**src/hdl/ole_pkg.sv**
```systemverilog
// Shared types and constants for the ordered list engine.
// Used by the cell, the controller, the top level and the checker; no dependencies.
package ole_pkg;

	// Width of one stored value and default list depth.
	localparam int VALUE_W          = 32;
	localparam int DEFAULT_CAPACITY = 64;

	// Request codes carried in the op field of an input item.
	typedef enum logic [2:0] {
		OP_INS_FRONT = 3'd0,
		OP_INS_BACK  = 3'd1,
		OP_INS_AT    = 3'd2,
		OP_RM_FRONT  = 3'd3,
		OP_RM_BACK   = 3'd4,
		OP_RM_AT     = 3'd5,
		OP_SEARCH    = 3'd6,
		OP_CLEAR     = 3'd7
	} op_code_t;

	// Result status codes.
	typedef enum logic [1:0] {
		ST_DONE    = 2'd0,
		ST_IGNORED = 2'd1,
		ST_FULL    = 2'd2
	} status_t;

	// What every cell does at a clock edge.
	typedef enum logic [1:0] {
		CELL_HOLD,
		CELL_INSERT,
		CELL_REMOVE,
		CELL_ROTATE
	} cell_op_t;

	// Command broadcast to the whole row of cells.
	typedef struct packed {
		cell_op_t            kind;
		logic [VALUE_W-1:0]  value;
	} cell_cmd_t;

	// Controller states.
	typedef enum logic {
		FSM_IDLE,
		FSM_SEARCH
	} fsm_state_t;

endpackage

```
**src/hdl/ole_cell.sv**
```systemverilog
// One storage cell of the list: holds one value and trades it with its neighbors.
// Depends on ole_pkg for the command struct.
module ole_cell import ole_pkg::*; #(
	parameter int AW  = 7,
	parameter int IDX = 0
) (
	input  logic               clk,
	input  cell_cmd_t          cmd,
	input  logic [AW-1:0]      pos,
	input  logic [VALUE_W-1:0] left_data,
	input  logic [VALUE_W-1:0] right_data,
	output logic [VALUE_W-1:0] data
);

	localparam logic [AW-1:0] MY_IDX = AW'(IDX);

	logic [VALUE_W-1:0] data_q;
	logic [VALUE_W-1:0] data_next;

	// Insert opens a gap at pos by shifting up; remove closes one by shifting down;
	// rotate moves every value one place toward the head.
	always_comb begin
		data_next = data_q;
		unique case (cmd.kind)
			CELL_HOLD: data_next = data_q;
			CELL_INSERT: begin
				if (MY_IDX > pos) begin
					data_next = left_data;
				end else if (MY_IDX == pos) begin
					data_next = cmd.value;
				end
			end
			CELL_REMOVE: begin
				if (MY_IDX >= pos) begin
					data_next = right_data;
				end
			end
			CELL_ROTATE: data_next = right_data;
		endcase
	end

	// Payload register, no reset needed.
	always_ff @(posedge clk) begin
		data_q <= data_next;
	end

	assign data = data_q;

endmodule

```
**config.mk**
```make
export PLATFORM = sky130hd
export DESIGN_NAME = ole_cell
export DESIGN_NICKNAME = d
export VERILOG_FILES = /design/src/hdl/ole_pkg.sv /design/src/hdl/ole_cell.sv
export SDC_FILE = /design/constraint.sdc
export NUM_CORES = 1
export LEC_CHECK = 0
export BUFFER_PORTS_ARGS = -buffer_cell sky130_fd_sc_hd__buf_4
export CAP_MARGIN = 20
export CORE_MARGIN = 2
export CORE_UTILIZATION = 32
export CTS_BUF_LIST = sky130_fd_sc_hd__clkbuf_8 sky130_fd_sc_hd__clkbuf_16
export DETAILED_ROUTE_END_ITERATION = 8
export HOLD_SLACK_MARGIN = 0.1
export PLACE_DENSITY = 0.81
export SETUP_SLACK_MARGIN = 0.02
export SYNTH_ARGS = -nofsm -noshare
export SYNTH_HDL_FRONTEND = slang
export SYNTH_SLANG_ARGS = --single-unit
export TNS_END_PERCENT = 50
```
**constraint.sdc**
```tcl
create_clock -name clk -period 3 [get_ports clk]
set_clock_uncertainty 0.2 [all_clocks]
set_input_delay 0.3 -clock clk [delete_from_list [all_inputs] [get_ports clk]]
set_output_delay 0.3 -clock clk [all_outputs]
set_load 0.02 [all_outputs]
```
==> results of run 1 <==
==> per-stage QoR <==
step	utilization, %	std cells
2_1_floorplan	-	73
3_3_place_gp	54.7	226
3_5_place_dp	54.7	226
4_1_cts	60.4	249
5_1_grt	60.4	249
6_report	60.4	249
==> placed cells by master, fill, tap and decap left out <==
master,netlist,layout
clkinv_1,0,2
mux2_2,4,4
or3_1,1,1
edfxtp_1,32,32
or4_4,1,1
nor2_1,1,1
buf_4,0,107
mux2_1,28,28
nand2_1,1,1
clkbuf_8,0,5
dlygate4sd3_1,0,16
o31ai_4,0,1
==> critical path, cell delays in order <==
cell           delay, ns
dlygate4sd3_1       0.54
buf_4               0.13
mux2_1              0.28
dlygate4sd3_1       0.58
==> power breakdown <==
part           internal [mW]  switching, mW  total [mW]
clock                  0.153          0.147       0.300
sequential             0.534        0.00830       0.542
combinational          0.139         0.0977       0.237
total                  0.826          0.253        1.08
==> worst min-delay path by stage <==
stage	startpoint	to	slack (ns)
2_1_floorplan	cmd[10]	data[10]	0.30
3_3_place_gp	cmd[13]	data[13]	0.38
3_5_place_dp	cmd[30]	data[30]	0.38
4_1_cts	right_data[3]	data[3]	0.10
5_1_grt	right_data[8]	data[8]	0.10
6_report	cmd[23]	data[23]	0.11
==> cell type report <==
class | count | area share [%]
multi-input combinational | 37 | 16.5
timing repair buffer | 123 | 39.0
clock inverter | 2 | 0.304
clock buffer | 5 | 2.79
tap | 50 | 2.53
sequential | 32 | 38.9
==> cells by family (layout without fill, tap and decap cells) <==
group | Yosys count | in the layout | share of synthesized area, %
AO/OA/AOI/OAI | 1 | 1 | 0.907
buffers and inverters | 4 | 130 | 1.45
flip-flops | 32 | 32 | 69.7
multiplexers | 32 | 32 | 26.1
AND/OR/NAND/NOR | 4 | 4 | 1.81
==> metal layers <==
| metal | track usage, % | part of all wire [%] | vias up |
|---|---|---|---|
| li1 | - | - | 536 |
| met1 | 14.4 | 36 | 493 |
| met2 | 27.4 | 52 | 63 |
| met3 | 7.56 | 11 | 6 |
| met4 | 6.41 | 1.2 | 0 |
| met5 | 0 | 0 | - |
==> what timing repair did <==
action | CTS | global route
buffers inserted | 0 | 0
resized for setup | 0 | 0
hold buffers | 16 | 0
hold endpoints to repair | 13 | 0
==> flow_summary.json, run 1 <==
{
  "clkTransAtPathRegs_ns": 0.06,
  "synth_area_leaders": "edfxtp_1, mux2_1, mux2_2",
  "final.setup.tns_ns": 0,
  "antenna_found_initial": 0,
  "async_flop_share_pct": 0,
  "crit_path_end": "data[26]",
  "drive_gt1_share_pct": 59.3,
  "clock_path_buffers": 2,
  "critPathKind": "input port to flop",
  "place.gp.congestion": 0.740,
  "die_height_um": 69.6,
  "drt-total-wl_mm": 3.55,
  "vias": 1098,
  "tightest_slew_ns": 0.430,
  "fin_area_um2": 2470,
  "grt_pass1_vias": 1187,
  "numCtsBuffers": 5,
  "path_max_fanout": 1,
  "portBuffers": 105,
  "design.die.area_um2": 4850,
  "final_nets": 305,
  "largest_register_ffs": 32,
  "grt_usage_pct": 15.1,
  "core_um2": 4090,
  "rsz0062_at_grt": "false",
  "cts_root_buf": "clkbuf_8",
  "slew_headroom_pct": 71.3,
  "arrival_ns": 1.84,
  "syn_nets": 179,
  "ys_ff_latch": 32,
  "grt_max_degree": 35,
  "holdWs_ns": 0.107,
  "yosysTopAreaCell": "edfxtp_1",
  "ir_drop_v": 0.000238,
  "drtAntennaViolNets": 0,
  "finalCriticalPeriod_ns": 2.02,
  "register_area_um2": 961,
  "ys_warn_count": 0,
  "drc": 0,
  "multiInputGateArea_um2": 407,
  "placed_cell_area_um2": 2230,
  "diodes": 0,
  "synth_commonest_cells": "edfxtp_1, mux2_1, buf_2, mux2_2",
  "power_mw": 1.08,
  "nFillCells": 334,
  "netlist.area_leader.share_pct": 69.7,
  "critPathLaunch": "cmd[26]",
  "cts_tree": "built",
  "endpoint_kind": "flop",
  "cts_sinks": 32,
  "grt-ovfl-total": 0,
  "power_leakage_nw": 1.06,
  "synthCells": 73,
  "hold_violations": 0,
  "drv_slew": 0,
  "synth_seq_area_share_pct": 69.7,
  "status": "finished clean",
  "clock.fmax_mhz": 495,
  "setup_violations": 0,
  "maxCapViolations": 0,
  "yosysMostFrequentCell": "edfxtp_1",
  "num_rows": 23,
  "syn2layout_area_growth_pct": 79.1,
  "hold_depth": 2,
  "setup_ws_ns": 0.979,
  "power_density_nw_per_um2": 437,
  "synth_edf_count": 32,
  "worstPathRequired_ns": 2.82,
  "critPathLaunchType": "input port",
  "period_share_pct": 67.4,
  "routed_via_density": 4.41,
  "start_util_pct": 33.7,
  "grt_pass1_wl_mm": 5.53,
  "syn_area_um2": 1380,
  "synthDistinctLibCells": 9,
  "synth_flop_cell": "edfxtp_1",
  "syn_avg_cell_area_um2": 18.9,
  "cts_max_level": 2,
  "hold_class": "input port to flop",
  "first_iter_violations": 19,
  "io_pins": 138,
  "routedWlPerCell_um": 14.3,
  "place_ws_ns": 0.999,
  "drtPass1Iterations": 3,
  "fp.dieW_um": 69.6
}
Note: power is estimated with default switching activity, not from simulation.
==> inputs of run 2 (changes only) <==
Clock period 3 ns to 1.8 ns, I/O delays scaled along.
==> run 2 against run 1 <==
Core utilization increased by 13 points. Wire length increased by 35%. Hold slack improved by 0.10 ns. Sequential share of layout area decreased by 6.7 points. Sequential power increased by 68%. Clock-buffer cell count unchanged. Critical endpoint is now data[30].
==> flow_summary.json, run 2 (synthesis gave the netlist of run 1 again) <==
{
  "die_height_um": 69.6,
  "critPathLaunch": "pos[2]",
  "register_area_um2": 961,
  "critPathSlowestCell": "or4_4",
  "drtPass1Iterations": 4,
  "cts_max_level": 2,
  "routed_via_density": 4.43,
  "placed_cells": 228,
  "arrival_ns": 1.31,
  "endpoint_kind": "flop",
  "routedWlPerCell_um": 16.0,
  "place.gp.congestion": 0.746,
  "power_density_nw_per_um2": 639,
  "period_share_pct": 85.3,
  "placed_cell_area_um2": 2260,
  "critPathKind": "input port to flop",
  "holdWs_ns": 0.211,
  "numCtsBuffers": 5,
  "hold_violations": 0,
  "cts_sinks": 32,
  "grt_pass1_wl_mm": 7.58,
  "layout_commonest_cell": "buf_4",
  "setup_violations": 0,
  "dp_hpwl_mm": 2.80,
  "antenna_found_initial": 1,
  "largest_register_ffs": 32,
  "grt_usage_pct": 20.9,
  "hold_class": "input port to flop",
  "cts_tree": "built",
  "slowest_delay_ns": 0.53,
  "setup_ws_ns": 0.264,
  "final_cell_mix": "buf_4, dlygate4sd3_1, edfxtp_1",
  "path_max_fanout": 10,
  "io_pins": 138,
  "worstPathRequired_ns": 1.58,
  "power_mw": 1.91,
  "critPathLaunchType": "input port",
  "rsz0062_at_grt": "false",
  "crit_path_frequent_cell": "buf_4",
  "clock.fmax_mhz": 651,
  "place_ws_ns": -0.0251,
  "multiInputGateArea_um2": 407,
  "core_um2": 4090,
  "grt_pass1_vias": 1605,
  "nFillCells": 291,
  "grt_max_degree": 25,
  "slew_headroom_pct": 79.0,
  "final_nets": 355,
  "power_leakage_nw": 1.28,
  "clkTransAtPathRegs_ns": 0.06,
  "fp.dieW_um": 69.6,
  "syn2layout_area_growth_pct": 116,
  "tightest_slew_ns": 0.315,
  "finalNonFillerCells": 300,
  "vias": 1329,
  "drc": 0,
  "ir_drop_v": 0.000446,
  "first_iter_violations": 102,
  "cts_root_buf": "clkbuf_8",
  "start_util_pct": 33.7,
  "drt-total-wl_mm": 4.80,
  "drive_gt1_share_pct": 48.6,
  "portBuffers": 105,
  "cp_cell_sequence": "buf_4 -> or4_4 -> o31ai_4 -> buf_4",
  "drtAntennaViolNets": 0,
  "clock_path_buffers": 2,
  "design.die.area_um2": 4850,
  "crit_path_end": "data[30]",
  "cts_resized": 0,
  "status": "finished clean",
  "hold_depth": 3,
  "drv_slew": 0,
  "finalCriticalPeriod_ns": 1.54,
  "fin_area_um2": 2980,
  "grt-ovfl-total": 0,
  "num_rows": 23,
  "maxCapViolations": 0
}
==> run 2: power by group <==
part           leakage, nW  switching, mW  internal (mW)
Clock               0.0452          0.248          0.257
Combinational        0.936          0.190          0.303
Sequential           0.301         0.0174          0.890
==> run 2: worst min-delay path by stage <==
| stage | start | end | slack (ns) |
|---|---|---|---|
| floorplan | cmd[10] | data[10] | 0.18 |
| global placement | cmd[20] | data[20] | 0.26 |
| detailed placement | cmd[15] | data[15] | 0.27 |
| CTS | cmd[33] | data[27] | 0.21 |
| global route | cmd[33] | data[27] | 0.23 |
| finish | cmd[33] | data[20] | 0.21 |
==> run 2: through the flow <==
stage	util, %	setup TNS, ns
global route	73.0	0
detailed placement	55.3	-0.247
floorplan	-	-13.09
global placement	55.3	-0.134
CTS	72.9	0
finish	73.0	0
==> run 2: metal layers <==
layer,GRT usage [%],share of wire [%],up-vias
li1,-,-,636
met1,17.2,30,619
met2,43.8,62,61
met3,4.36,5.2,13
met4,12.0,3.4,0
met5,0,0,-
==> run 2: critical path: cells and delay by family <==
kind | cells | cell delay (ns)
and+or+nand+nor | 1 | 0.53
AOI/OAI and AO/OA | 1 | 0.24
buffers and inverters | 2 | 0.36
==> run 2: layout make-up <==
| cell class | count | area share, % |
|---|---|---|
| repair buffers | 173 | 49.3 |
| multi-input cells | 37 | 13.6 |
| flip-flops and latches | 32 | 32.2 |
| diodes | 1 | 0.0839 |
| clock buffers | 5 | 2.31 |
| well taps | 50 | 2.10 |
| clock inverters | 2 | 0.294 |
==> run 2: timing repair <==
| action | 4_1_cts | 5_1_grt |
|---|---|---|
| buffers inserted | 0 | 0 |
| hold buffers | 64 | 0 |
| hold endpoints to repair | 32 | 0 |
