==> config.mk <==
export PLATFORM = sky130hd
export DESIGN_NAME = ole_ctrl
export DESIGN_NICKNAME = d
export VERILOG_FILES = /design/src/hdl/ole_pkg.sv /design/src/hdl/ole_ctrl.sv
export SDC_FILE = /design/constraint.sdc
export NUM_CORES = 1
export LEC_CHECK = 0
export BUFFER_PORTS_ARGS = -buffer_cell sky130_fd_sc_hd__buf_4
export CORE_ASPECT_RATIO = 1.75
export CORE_MARGIN = 4
export CORE_UTILIZATION = 25
export CTS_CLUSTER_SIZE = 30
export DETAILED_ROUTE_END_ITERATION = 10
export GPL_TIMING_DRIVEN = 0
export SETUP_SLACK_MARGIN = 0.15
export SLEW_MARGIN = 20
export SYNTH_ARGS = -nofsm -noshare
export SYNTH_HDL_FRONTEND = slang
export SYNTH_SLANG_ARGS = --single-unit
==> constraint.sdc <==
create_clock -name clk -period 6.8 [get_ports clk]
set_input_delay 2.04 -clock clk [delete_from_list [all_inputs] [get_ports clk]]
set_output_delay 2.04 -clock clk [all_outputs]
set_load 0.01 [all_outputs]
==> src/hdl/ole_pkg.sv <==
// Shared types and constants for the ordered list engine.
// Used by the cell, the controller, the top level and the checker; no dependencies.
package ole_pkg;

	// Width of one stored value and default list depth.
	localparam int VALUE_W          = 32;
	localparam int DEFAULT_CAPACITY = 64;

	// Request codes carried in the op field of an input item.
	typedef enum logic [2:0] {
		OP_INS_FRONT = 3'd0,
		OP_INS_BACK  = 3'd1,
		OP_INS_AT    = 3'd2,
		OP_RM_FRONT  = 3'd3,
		OP_RM_BACK   = 3'd4,
		OP_RM_AT     = 3'd5,
		OP_SEARCH    = 3'd6,
		OP_CLEAR     = 3'd7
	} op_code_t;

	// Result status codes.
	typedef enum logic [1:0] {
		ST_DONE    = 2'd0,
		ST_IGNORED = 2'd1,
		ST_FULL    = 2'd2
	} status_t;

	// What every cell does at a clock edge.
	typedef enum logic [1:0] {
		CELL_HOLD,
		CELL_INSERT,
		CELL_REMOVE,
		CELL_ROTATE
	} cell_op_t;

	// Command broadcast to the whole row of cells.
	typedef struct packed {
		cell_op_t            kind;
		logic [VALUE_W-1:0]  value;
	} cell_cmd_t;

	// Controller states.
	typedef enum logic {
		FSM_IDLE,
		FSM_SEARCH
	} fsm_state_t;

endpackage

==> src/hdl/ole_ctrl.sv <==
// Request decoder, element count, search sequencer and output register.
// Depends on ole_pkg; drives the row of ole_cell instances.
module ole_ctrl import ole_pkg::*; #(
	parameter int CAPACITY = DEFAULT_CAPACITY,
	parameter int AW       = 7
) (
	input  logic               clk,
	input  logic               arst_n,
	input  logic               in_valid,
	output logic               in_ready,
	input  logic [2:0]         op,
	input  logic [6:0]         position,
	input  logic [VALUE_W-1:0] item_value,
	input  logic [VALUE_W-1:0] head_data,
	output logic               out_valid,
	input  logic               out_ready,
	output logic [1:0]         out_status,
	output logic               out_found,
	output logic [5:0]         out_found_position,
	output logic [6:0]         out_count,
	output cell_cmd_t          cell_cmd,
	output logic [AW-1:0]      cell_pos
);

	localparam int SW = (CAPACITY > 1) ? $clog2(CAPACITY) : 1;
	localparam logic [AW-1:0] CAP     = AW'(CAPACITY);
	localparam logic [SW-1:0] LAST_ST = SW'(CAPACITY - 1);

	fsm_state_t         state_q, state_next;
	logic [AW-1:0]      count_q;
	logic [VALUE_W-1:0] key_q;
	logic [SW-1:0]      step_q;
	logic               found_q;
	logic [5:0]         fpos_q;
	logic               out_valid_q;
	status_t            out_status_q;
	logic               out_found_q;
	logic [5:0]         out_fpos_q;
	logic [AW-1:0]      out_count_q;

	logic               accept;
	logic               search_last;
	logic               hit;
	op_code_t           op_code;
	logic [AW-1:0]      pos_ext;
	logic [AW-1:0]      req_pos;
	cell_op_t           req_kind;
	status_t            req_status;
	logic [AW-1:0]      req_count;

	assign op_code     = op_code_t'(op);
	assign pos_ext     = AW'(position);
	assign accept      = in_valid && in_ready;
	assign search_last = (state_q == FSM_SEARCH) && (step_q == LAST_ST);
	assign hit         = !found_q && (AW'(step_q) < count_q) && (head_data == key_q);

	// Decode one request against the current count.
	always_comb begin
		req_pos    = '0;
		req_kind   = CELL_HOLD;
		req_status = ST_DONE;
		req_count  = count_q;
		unique case (op_code)
			OP_INS_FRONT, OP_INS_BACK, OP_INS_AT: begin
				if (op_code == OP_INS_FRONT) begin
					req_pos = '0;
				end else if (op_code == OP_INS_BACK) begin
					req_pos = count_q;
				end else begin
					req_pos = pos_ext;
				end
				if (req_pos > count_q) begin
					req_status = ST_IGNORED;
				end else if (count_q >= CAP) begin
					req_status = ST_FULL;
				end else begin
					req_kind  = CELL_INSERT;
					req_count = count_q + AW'(1);
				end
			end
			OP_RM_FRONT, OP_RM_BACK, OP_RM_AT: begin
				if (op_code == OP_RM_FRONT) begin
					req_pos = '0;
				end else if (op_code == OP_RM_BACK) begin
					req_pos = count_q - AW'(1);
				end else begin
					req_pos = pos_ext;
				end
				if (count_q == '0 || req_pos >= count_q) begin
					req_status = ST_IGNORED;
				end else begin
					req_kind  = CELL_REMOVE;
					req_count = count_q - AW'(1);
				end
			end
			OP_SEARCH: req_kind = CELL_HOLD;
			OP_CLEAR:  req_count = '0;
		endcase
	end

	// Next state.
	always_comb begin
		state_next = state_q;
		unique case (state_q)
			FSM_IDLE: begin
				if (accept && op_code == OP_SEARCH) begin
					state_next = FSM_SEARCH;
				end
			end
			FSM_SEARCH: begin
				if (search_last) begin
					state_next = FSM_IDLE;
				end
			end
		endcase
	end

	// Outputs of the state machine: handshake and cell commands.
	always_comb begin
		in_ready       = 1'b0;
		cell_cmd.kind  = CELL_HOLD;
		cell_cmd.value = item_value;
		cell_pos       = req_pos;
		unique case (state_q)
			FSM_IDLE: begin
				in_ready = !out_valid_q || out_ready;
				if (accept) begin
					cell_cmd.kind = req_kind;
				end
			end
			FSM_SEARCH: cell_cmd.kind = CELL_ROTATE;
		endcase
	end

	// Control state.
	always_ff @(posedge clk or negedge arst_n) begin
		if (!arst_n) begin
			state_q     <= FSM_IDLE;
			count_q     <= '0;
			out_valid_q <= 1'b0;
			step_q      <= '0;
			found_q     <= 1'b0;
		end else begin
			state_q <= state_next;
			if (accept) begin
				count_q <= req_count;
				step_q  <= '0;
				found_q <= 1'b0;
			end else if (state_q == FSM_SEARCH) begin
				step_q <= step_q + SW'(1);
				if (hit) begin
					found_q <= 1'b1;
				end
			end
			if ((accept && op_code != OP_SEARCH) || search_last) begin
				out_valid_q <= 1'b1;
			end else if (out_ready) begin
				out_valid_q <= 1'b0;
			end
		end
	end

	// Search key, hit position and result payload.
	always_ff @(posedge clk) begin
		if (accept) begin
			key_q  <= item_value;
			fpos_q <= '0;
		end else if (state_q == FSM_SEARCH && hit) begin
			fpos_q <= 6'(step_q);
		end
		if (accept && op_code != OP_SEARCH) begin
			out_status_q <= req_status;
			out_found_q  <= 1'b0;
			out_fpos_q   <= '0;
			out_count_q  <= req_count;
		end else if (search_last) begin
			out_status_q <= ST_DONE;
			out_found_q  <= found_q || hit;
			out_fpos_q   <= hit ? 6'(step_q) : fpos_q;
			out_count_q  <= count_q;
		end
	end

	assign out_valid          = out_valid_q;
	assign out_status         = out_status_q;
	assign out_found          = out_found_q;
	assign out_found_position = out_fpos_q;
	assign out_count          = 7'(out_count_q);

endmodule

==> results of run 1 <==
==> report_power, final <==
group | total (µW) | switching [µW] | leakage (µW) | internal, µW
Sequential | 584 | 57.5 | 0.000685 | 526
Combinational | 695 | 401 | 0.00181 | 293
Clock | 462 | 190 | 0.000145 | 272
Total | 1740 | 649 | 0.00264 | 1090
==> cell type report <==
type                    instances  area, µm²  share of cell area
plain buffers                  51      329.1             0.05389
clock buffers                  11      254.0             0.04160
clock inverters                 5      41.29            0.006762
inverters                      13      48.80            0.007992
multi-input cells             329       2188              0.3584
flip-flops and latches         70       1892              0.3098
well taps                     231      289.0             0.04734
repair buffers                139       1064              0.1742
==> metal layers <==
layer	track usage	share of wire
met3	0.02917	0.055
met4	0.06724	0.034
met2	0.2717	0.58
met5	0	0
met1	0.1324	0.34
==> cell families after synthesis <==
group,after synthesis,synth area share
AND/OR/NAND/NOR,144,0.1545
AO/OA/AOI/OAI,119,0.1842
flip-flops,70,0.4278
buffers and inverters,65,0.08347
XOR/XNOR,42,0.08319
adder cells (fa/ha/maj),22,0.06225
multiplexers,2,0.004528
==> sequential cells by signal, summed over array words and instances (netlist names) <==
signal / cells
count_q: 7
key_q: 32
step_q: 6
out_found_position: 6
out_count: 7
fpos_q: 6
out_status: 2
found_q: 1
out_found: 1
out_valid: 1
state_q: 1
==> Yosys cell counts, types with 4 or more instances <==
cell type   n
nand2_1    58
edfxtp_1   41
xor2_1     36
buf_4      32
o21ai_0    29
nor2_1     26
a21oi_1    22
ha_1       22
dfrtp_1    16
clkbuf_1   15
dfxtp_1    13
nand3_1    13
inv_1      12
a31oi_1    10
nor3_1      9
nand2b_1    7
nand4_1     7
nor4_1      7
a211oi_1    6
a31o_2      6
xnor2_1     6
o211ai_1    5
a221oi_1    4
a22oi_1     4
buf_2       4
o22ai_1     4
==> worst paths after layout <==
check	from	slack [ns]	end	depth (start not counted)
setup / recovery	op[2]	0.32	cell_cmd[33]	12
hold / removal	out_found_position[3]	0.50	out_found_position[3]	2
setup reg to reg	count_q[1]	2.40	out_count[1]	15
hold reg to reg	out_found_position[3]	0.50	out_found_position[3]	2
max in group asynchronous	arst_n	5.04	step_q[5]	1
min in group asynchronous	arst_n	1.56	out_valid	1
==> critical path, stage by stage <==
cell and delay, ns:
clkbuf_2 0.19, buf_4 0.20, nand2b_4 0.18, nand2_1 0.08
a221oi_2 0.26, ha_1 0.30, and3_4 0.20, a221o_1 0.38
a31oi_4 0.19, nand3b_1 0.18, nand2_1 0.12, buf_4 0.12
==> metrics by stage <==
step | setup TNS [ns] | area [µm²]
floorplan | 0 | 4422
global placement | -0.5942 | 5724
detailed placement | -0.6027 | 5753
CTS | 0 | 6081
global route | 0 | 6106
finish | 0 | 6106
==> repair_timing <==
action / CTS / global route
setup buffers: 3 / 0
resized for setup: 7 / 16
pin swaps: 2 / 0
endpoints found under the setup margin: 2 / 2
==> metrics.md, run 1 <==
| Metric | Value |
|---|---|
| Status | `complete, no violations` |
| CTS tree | `built` |
| Fin. Hold Viols | `0` |
| Yosys Warn Count | `0` |
| Synth area leaders | `edfxtp_1, dfrtp_1, xor2_1` |
| WP data required | `4.76 ns` |
| Setup violators final | `0` |
| Final period util | `0.9533` |
| Final std cells w/o fill | `849` |
| Detail-routed via count per cell | `4.704` |
| Total wire length | `13590 µm` |
| Number of synthesized flops with an enable pin | `41` |
| Gpl congestion | `0.8862` |
| Antenna Cells | `0` |
| Fill cells | `1869` |
| Fmax | `154.3 MHz` |
| I/O Buffers | `135` |
| Critical-path maximum fanout | `10` |
| Post-Place Worst Slack | `-0.4899 ns` |
| Min Tclk post-route | `6.483 ns` |
| Area delta synth->final | `38.09%` |
| Final Power | `1740 µW` |
| Final Max Tran Viols | `0` |
| Clock tree buffer depth | `2` |
| Largest net degree at the start of global routing | `22` |
| Final HPWL from detailed placement | `10760 µm` |
| Placed Instances | `831` |
| Clock Skews | `0.01575 ns` |
| First-pass GRT wire length | `21270 µm` |
| Vias | `3994` |
| Vias in the first global route | `4181` |
| Slew @ Worst Pin | `1.048 ns` |
| Cell Area, Synth | `0.004422 mm²` |
| Post-Syn Nets | `564` |
| Max_cap viols | `0` |
| Share of layout cells above drive strength 1 | `0.3560` |
| Leading area contributor after synthesis | `edfxtp_1` |
| Num rows | `64` |
| Die Ht | `183.9 µm` |
| Syn Inst Count | `464` |
| HP Class | `register to register` |
| Die Width | `108.5 µm` |
| # clock sinks | `70` |
| Top-area cell type share of the netlist area | `0.2784` |
| Initial DRC count | `194` |
| Worst IR Drop VDD | `124.4 µV` |
| Clock latency on the worst-skew pair | `0.34 ns` |
| Reg clk slew, reported paths | `0.06 ns` |
| Gr ovfl total | `0` |
| Crit path launch type | `input port` |
| Routed Antenna Nets | `0` |
| Worst Setup Path Type | `input port to output pin` |
| Hold slack final | `0.5008 ns` |
| Critical Path AT | `4.44 ns` |
| Core box area | `0.01746 mm²` |
| Crit end category | `output pin` |
| 1st-pass router iterations | `4` |
| CTS Buf Count | `9` |
| Final core occ | `0.3498` |
| Most frequent cells in the layout | `buf_4, nand2_1, edfxtp_1` |
| RSZ-0062 raised after global routing | `yes` |
| Die ar. | `0.01996 mm²` |
| Worst setup margin | `0.3173 ns` |
| Boundary pin count | `137` |
| Max-slew headroom | `0.2959` |
| Synthesized flop and latch total | `70` |
| CTS H-tree depth | `3` |
| DR WL/cell | `16.01 µm` |
| Synth unique cells | `55` |
| # hold bufs at CTS | `0` |
| Main synth FF type | `edfxtp_1` |
| Most common cell after layout, fill and taps aside | `buf_4` |
| Initial antenna violation count | `0` |
| Total GRT Usage | `0.1388` |
| Pleak | `0.002636 µW` |
| Root buf cell | `clkbuf_16` |
| Fin nets | `713` |
| Asr flop ratio synth | `0.2286` |
| Syn Area/Cell | `9.530 µm²` |
| Register area share after synthesis | `0.4278` |
| Starting density of the core | `0.2533` |
| # DRC | `0` |
| Pwr dens | `285.0 mW/mm²` |
(Power assumes the default switching activity.)
==> inputs of run 2 (changes only) <==
Settings changed: RECOVER_POWER from default to 50.
==> run 2 against run 1 <==
- critical path depth did not move
- worst hold slack got worse by 0.0068 ns
- sequential cell count did not move
- register-to-register slack improved by 0.03 ns
- critical endpoint unchanged
- largest cell class unchanged
- sequential share of layout area rose by 0.66 points
- combinational power fell by 2%
- largest power group unchanged
- sequential power barely moved
==> metrics.md, run 2 (same netlist as run 1, synthesis figures left out) <==
| Metric | Value |
|---|---|
| Status | `complete, no violations (unchanged)` |
| Worst IR Drop VDD | `124.3 µV (was 124.4 µV)` |
| Max-slew headroom | `0.2215 (was 0.2959)` |
| Share of layout cells above drive strength 1 | `0.3074 (was 0.3560)` |
| Vias in the first global route | `4181 (unchanged)` |
| Reg2Reg Launch Point | `count_q[1] (unchanged)` |
| CTS H-tree depth | `3 (unchanged)` |
| Reg clk slew, reported paths | `0.06 ns (about the same)` |
| Num rows | `64 (unchanged)` |
| Most common cell after layout, fill and taps aside | `buf_4 (unchanged)` |
| Final period util | `0.9513 (was 0.9533)` |
| Die ar. | `0.01996 mm² (unchanged)` |
| WP data required | `4.76 ns (about the same)` |
| Worst r2r dst | `out_count[1] (unchanged)` |
| Total wire length | `13600 µm (was 13590 µm)` |
| Fmax | `154.6 MHz (was 154.3 MHz)` |
| Clock power share | `0.268 (was 0.265)` |
| Antenna Cells | `0 (unchanged)` |
| HP Class | `register to register (unchanged)` |
| Root buf cell | `clkbuf_16 (unchanged)` |
| # DRC | `0 (unchanged)` |
| Logic pwr share | `0.393 (was 0.399)` |
| Crit path launch type | `input port (unchanged)` |
| Final std cells w/o fill | `849 (unchanged)` |
| Switch share | `0.3756 (was 0.3728)` |
| Setup violators final | `0 (unchanged)` |
| Critical Path Slowest Stage Cell | `a221o_1 (unchanged)` |
| Clock tree buffer depth | `2 (unchanged)` |
| Max FFs per register | `32 (unchanged)` |
| Worst Hold Endpoint | `out_found_position[3] (unchanged)` |
| Worst Setup Path Type | `input port to output pin (unchanged)` |
| Initial antenna violation count | `0 (unchanged)` |
| CP Launch Point | `op[2] (unchanged)` |
| Min Tclk post-route | `6.469 ns (was 6.483 ns)` |
| Area delta synth->final | `35.20% (was 38.09%)` |
| Setup TNS Final | `0 ns (unchanged)` |
| Fill cells | `1900 (was 1869)` |
| Pwr dens | `288.3 mW/mm² (was 285.0 mW/mm²)` |
| Largest reg by FF count | `key_q (unchanged)` |
| Boundary pin count | `137 (unchanged)` |
| # hold bufs at CTS | `0 (unchanged)` |
| Initial DRC count | `179 (was 194)` |
| Hold Path Depth | `2 (unchanged)` |
| Die Ht | `183.9 µm (unchanged)` |
| Clock latency on the worst-skew pair | `0.34 ns (about the same)` |
| Slew @ Worst Pin | `1.168 ns (was 1.048 ns)` |
| Detail-routed via count per cell | `4.746 (was 4.704)` |
| Max_cap viols | `0 (unchanged)` |
| Most frequent cells in the layout | `buf_4, nand2_1, edfxtp_1 (unchanged)` |
| Starting density of the core | `0.2533 (unchanged)` |
| Hold slack final | `0.4941 ns (was 0.5008 ns)` |
| Clock Skews | `0.01524 ns (was 0.01575 ns)` |
| Critical-path maximum fanout | `10 (unchanged)` |
| Routed wl met2 | `7795 µm (was 7818 µm)` |
| DR WL/cell | `16.01 µm (about the same)` |
| 1st-pass router iterations | `4 (unchanged)` |
| First-pass GRT wire length | `21270 µm (unchanged)` |
| Met3 Wirelength | `727 µm (was 749 µm)` |
| Max incr delay on CP | `0.37 ns (was 0.38 ns)` |
| Routed Antenna Nets | `0 (unchanged)` |
| Fin. Hold Viols | `0 (unchanged)` |
| Final Max Tran Viols | `0 (unchanged)` |
| Vias | `4029 (was 3994)` |
| Total GRT Usage | `0.1388 (unchanged)` |
| R2R cell count | `15 (unchanged)` |
| Die Width | `108.5 µm (unchanged)` |
| I/O Buffers | `135 (unchanged)` |
| Critical Path AT | `4.43 ns (was 4.44 ns)` |
| Final core occ | `0.3425 (was 0.3498)` |
| Fin nets | `713 (unchanged)` |
| RSZ-0062 raised after global routing | `yes (unchanged)` |
| Final HPWL from detailed placement | `10760 µm (unchanged)` |
| Top sig layer | `met4 (unchanged)` |
| Core box area | `0.01746 mm² (unchanged)` |
| Gr ovfl total | `0 (unchanged)` |
| Gpl congestion | `0.8862 (unchanged)` |
| Internal Pwr Total | `1076 µW (was 1092 µW)` |
| CTS Buf Count | `9 (unchanged)` |
| Placed Instances | `831 (unchanged)` |
| HP Start | `out_found_position[3] (unchanged)` |
| Largest net degree at the start of global routing | `22 (unchanged)` |
| Routed length on met1 | `4621 µm (was 4566 µm)` |
| Sequential Power Share | `0.339 (was 0.335)` |
| CP Cell Sequence | `clkbuf_2 -> buf_4 -> nand2b_4 -> nand2_1 -> a221oi_2 -> ha_1 -> and3_4 -> a221o_1 -> a31oi_4 -> nand3b_1 -> nand2_1 -> buf_4 (unchanged)` |
| Crit end category | `output pin (unchanged)` |
| Pleak | `0.002508 µW (was 0.002636 µW)` |
| CTS tree | `built (unchanged)` |
| Switching Power | `647.2 µW (was 648.8 µW)` |
| Final Power | `1723 µW (was 1740 µW)` |
| R2R Setup Slk | `2.43 ns (was 2.40 ns)` |
| # clock sinks | `70 (unchanged)` |
## run 2: layout make-up
| cell class | instances | area (µm²) | share of cell area |
|---|---|---|---|
| plain buffers | 51 | 326.6 | 0.05463 |
| clock buffers | 11 | 254.0 | 0.04249 |
| clock inverters | 5 | 41.29 | 0.006907 |
| inverters | 13 | 48.80 | 0.008162 |
| multi-input cells | 329 | 2188 | 0.3661 |
| flip-flops and latches | 70 | 1892 | 0.3164 |
| well taps | 231 | 289.0 | 0.04835 |
| repair buffers | 139 | 938.4 | 0.1570 |
## run 2: worst max-delay path by stage
stage                              end  depth (start not counted)  slack [ns]
after floorplan           cell_cmd[33]                         11        0.27
after global placement    cell_cmd[33]                         12       -0.47
after detailed placement  cell_cmd[33]                         12       -0.49
after CTS                 cell_cmd[33]                         12        0.15
after global routing      cell_cmd[33]                         12        0.15
final                     cell_cmd[33]                         12        0.33
## run 2: layer usage
metal	track usage	vias to the layer above
met4	0.06724	0
met3	0.02917	25
met2	0.2717	145
met1	0.1324	1892
li1	-	1967
met5	0	-
## run 2: through the flow
step | setup slack, ns | area, µm²
4_1_cts | 0.1487 | 6081
2_1_floorplan | 0.2737 | 4422
5_1_grt | 0.1461 | 5978
3_5_place_dp | -0.4899 | 5753
3_3_place_gp | -0.4711 | 5724
6_report | 0.3311 | 5978
## run 2: critical path: cells and delay by family
family | cells | cell delay (ns)
buffers and inverters | 3 | 0.49
AO/OA/AOI/OAI | 3 | 0.82
adder cells (fa/ha/maj) | 1 | 0.30
AND/OR/NAND/NOR | 5 | 0.75
## run 2: power by group through the flow
stage | clock network, µW | logic [µW] | registers, µW
2_1_floorplan | 0 | 435 | 578
3_3_place_gp | 0 | 657 | 593
3_5_place_dp | 0 | 677 | 593
4_1_cts | 476 | 693 | 584
5_1_grt | 495 | 755 | 592
6_report | 461 | 678 | 584
## run 2: timing repair
item	in CTS	in global routing
pin swaps	2	0
cloned	0	0
gates resized for setup	7	16
buffers inserted	3	0
endpoints found under the setup margin	2	2
==> inputs of run 3 (changes only) <==
Settings changed: ABC_AREA from default to 1.
==> run 3 against run 2 <==
- the flow now finishes with violations (capacitance limit, slew limit)
- final area grew 0.52%
- non-clock buffer count shrank 14
- die area grew 1.9%
- highest routed layer unchanged
- critical path depth grew 3
- maximum frequency shrank 0.34%
==> metrics.md, run 3 <==
| Metric | Value |
|---|---|
| Status | `complete, but fails checks (was complete, no violations)` |
| Violated checks | `capacitance limit, slew limit` |
| Boundary pin count | `137 (unchanged)` |
| Crit path launch type | `input port (unchanged)` |
| DR WL/cell | `13.16 µm (was 16.01 µm)` |
| Area delta synth->final | `33.16% (was 35.20%)` |
| Reg clk slew, reported paths | `0.06 ns (about the same)` |
| Fin. Hold Viols | `0 (unchanged)` |
| Fin nets | `846 (was 713)` |
| Setup TNS Final | `0 ns (unchanged)` |
| Max-slew headroom | `-0.1827 (was 0.2215)` |
| Critical-path maximum fanout | `10 (unchanged)` |
| Critical Path AT | `4.45 ns (was 4.43 ns)` |
| Register area share after synthesis | `0.4192 (was 0.4278)` |
| Synth area leaders | `edfxtp_1, nand2_1, dfrtp_1 (was edfxtp_1, dfrtp_1, xor2_1)` |
| Final period util | `0.9545 (was 0.9513)` |
| RSZ-0062 raised after global routing | `yes (unchanged)` |
| CTS Buf Count | `9 (unchanged)` |
| Gr ovfl total | `0 (unchanged)` |
| Setup violators final | `0 (unchanged)` |
| Syn Inst Count | `598 (was 464)` |
| Core box area | `0.01762 mm² (was 0.01746 mm²)` |
| 1st-pass router iterations | `4 (unchanged)` |
| Antenna Cells | `0 (unchanged)` |
| # clock sinks | `70 (unchanged)` |
| Synthesized flop and latch total | `70 (unchanged)` |
| Clock latency on the worst-skew pair | `0.33 ns (was 0.34 ns)` |
| Starting density of the core | `0.2562 (was 0.2533)` |
| Max FFs per register | `32 (unchanged)` |
| Largest reg by FF count | `key_q (unchanged)` |
| Slew @ Worst Pin | `1.764 ns (was 1.168 ns)` |
| Final Max Tran Viols | `40 (was 0)` |
| Initial antenna violation count | `0 (unchanged)` |
| Vias | `4208 (was 4029)` |
| Final std cells w/o fill | `982 (was 849)` |
| Gpl congestion | `0.9373 (was 0.8862)` |
| I/O Buffers | `136 (was 135)` |
| Worst IR Drop VDD | `134.1 µV (was 124.3 µV)` |
| Total GRT Usage | `0.1301 (was 0.1388)` |
| Total wire length | `12920 µm (was 13600 µm)` |
| Crit end category | `output pin (unchanged)` |
| CTS H-tree depth | `3 (unchanged)` |
| Routed wl met2 | `7518 µm (was 7795 µm)` |
| Main synth FF type | `edfxtp_1 (unchanged)` |
| # DRC | `0 (unchanged)` |
| Most frequent cells in the layout | `nand2_1, buf_4, inv_1 (was buf_4, nand2_1, edfxtp_1)` |
| Top post-synthesis cells by count | `nand2_1, inv_1, nor2_1, edfxtp_1, o21ai_0 (was nand2_1, edfxtp_1, xor2_1, buf_4, o21ai_0)` |
| Cell Area, Synth | `0.004513 mm² (was 0.004422 mm²)` |
| CTS tree | `built (unchanged)` |
| Num rows | `64 (unchanged)` |
| Die Width | `109.6 µm (was 108.5 µm)` |
| Die Ht | `185.7 µm (was 183.9 µm)` |
| Yosys Warn Count | `0 (unchanged)` |
| # hold bufs at CTS | `0 (unchanged)` |
| First-pass GRT wire length | `20210 µm (was 21270 µm)` |
| Clock tree buffer depth | `2 (unchanged)` |
| Share of layout cells above drive strength 1 | `0.2264 (was 0.3074)` |
| Leading area contributor after synthesis | `edfxtp_1 (unchanged)` |
| Syn Area/Cell | `7.547 µm² (was 9.530 µm²)` |
| Placed Instances | `965 (was 831)` |
| Worst Setup Path Type | `input port to output pin (unchanged)` |
| Root buf cell | `clkbuf_16 (unchanged)` |
| Final HPWL from detailed placement | `10660 µm (was 10760 µm)` |
| Synth unique cells | `37 (was 55)` |
| Top-area cell type share of the netlist area | `0.2728 (was 0.2784)` |
| Fmax | `154.1 MHz (was 154.6 MHz)` |
| Detail-routed via count per cell | `4.285 (was 4.746)` |
| Max_cap viols | `1 (was 0)` |
| Pleak | `0.003010 µW (was 0.002508 µW)` |
| Top sig layer | `met4 (unchanged)` |
| WP data required | `4.76 ns (about the same)` |
| HP Class | `register to register (unchanged)` |
| Hold slack final | `0.4503 ns (was 0.4941 ns)` |
| Most common cell after layout, fill and taps aside | `nand2_1 (was buf_4)` |
| Die ar. | `0.02035 mm² (was 0.01996 mm²)` |
| Largest net degree at the start of global routing | `40 (was 22)` |
| Vias in the first global route | `4138 (was 4181)` |
| Initial DRC count | `136 (was 179)` |
| Met3 Wirelength | `569 µm (was 727 µm)` |
| Post-Syn Nets | `698 (was 564)` |
| Min Tclk post-route | `6.491 ns (was 6.469 ns)` |
| Routed length on met1 | `4328 µm (was 4621 µm)` |
| Routed Antenna Nets | `0 (unchanged)` |
| Most frequent cell after synthesis | `nand2_1 (unchanged)` |
| Asr flop ratio synth | `0.2286 (unchanged)` |
| Fill cells | `1937 (was 1900)` |
| Pwr dens | `297.6 mW/mm² (was 288.3 mW/mm²)` |
| Number of synthesized flops with an enable pin | `41 (unchanged)` |
| Clock Skews | `0.005357 ns (was 0.01524 ns)` |
run 3: changes by cell type after synthesis, moves of 14 or more:
cell | before | now
inv_1 | 12 | 90
xor2_1 | 36 | 4
nor2_1 | 26 | 50
clkbuf_1 | 15 | 1
nand2_1 | 58 | 181
nand3_1 | 13 | 32
run 3: routing by layer:
layer | vias to the layer above | global-route usage
li1 | 2175 | -
met1 | 1880 | 0.1265
met2 | 118 | 0.2535
met3 | 35 | 0.02152
met4 | 0 | 0.06790
met5 | - | 0
run 3: worst paths after layout:
check	start	endpoint	slack, ns	cells past startpoint
worst max-delay path	op[0]	cell_cmd[32]	0.31	15
worst min-delay path	out_found_position[3]	out_found_position[3]	0.45	2
worst max register to register	count_q[0]	out_count[0]	3.44	16
worst min register to register	out_found_position[3]	out_found_position[3]	0.45	2
max in group asynchronous	arst_n	count_q[4]	4.38	1
min in group asynchronous	arst_n	state_q	1.84	1
run 3: what timing repair did:
| action | 4_1_cts | 5_1_grt |
|---|---|---|
| setup endpoints to repair | 1 | 2 |
| pin swaps | 0 | 3 |
| buffers inserted | 0 | 1 |
| endpoints found under the hold margin | 0 | 0 |
| gates resized for setup | 1 | 7 |
| cloned | 0 | 0 |
run 3: area by class of cell:
class | count | area (µm²) | share of cell area
tap | 231 | 289.0 | 0.04809
inverter | 92 | 349.1 | 0.05809
multi-input combinational | 397 | 1982 | 0.3298
sequential | 70 | 1892 | 0.3148
clock inverter | 2 | 8.758 | 0.001457
buffer | 39 | 281.5 | 0.04685
clock buffer | 14 | 306.5 | 0.05101
timing repair buffer | 137 | 900.9 | 0.1499
run 3: logic make-up (layout without fill, tap and decap cells):
group           count (synthesis)  in the layout  share of synthesized area
compound gates                 70             70                    0.08428
xor+xnor                       10             10                    0.01941
fa+ha+maj                      22             22                    0.06099
buf+inv                       131            284                     0.1392
flops                          70             70                     0.4192
simple gates                  295            295                     0.2770
run 3: per-stage QoR:
stage	power [µW]	setup slack [ns]	cell area, µm²	util
global placement	1319	0.1241	5823	0.3305
detailed placement	1335	0.1052	5824	0.3306
floorplan	1070	0.7305	4513	-
finish	1789	0.3093	6010	0.3411
CTS	1820	0.1897	6145	0.3488
global route	1924	0.1282	6010	0.3411
run 3: power by group:
part / total (µW) / internal (µW) / switching (µW)
registers: 614 / 554 / 59.8
logic: 695 / 266 / 429
clock network: 479 / 310 / 170
run 3: critical path: stages:
cell	delay, ns
buf_4	0.13
or2_2	0.33
nor2_2	0.13
inv_1	0.10
o21ai_0	0.08
a21oi_1	0.09
ha_1	0.30
nand2_1	0.07
nor2_1	0.15
nand4_1	0.20
nand2_1	0.13
buf_4	0.17
nand2_1	0.10
o31ai_4	0.25
buf_4	0.16
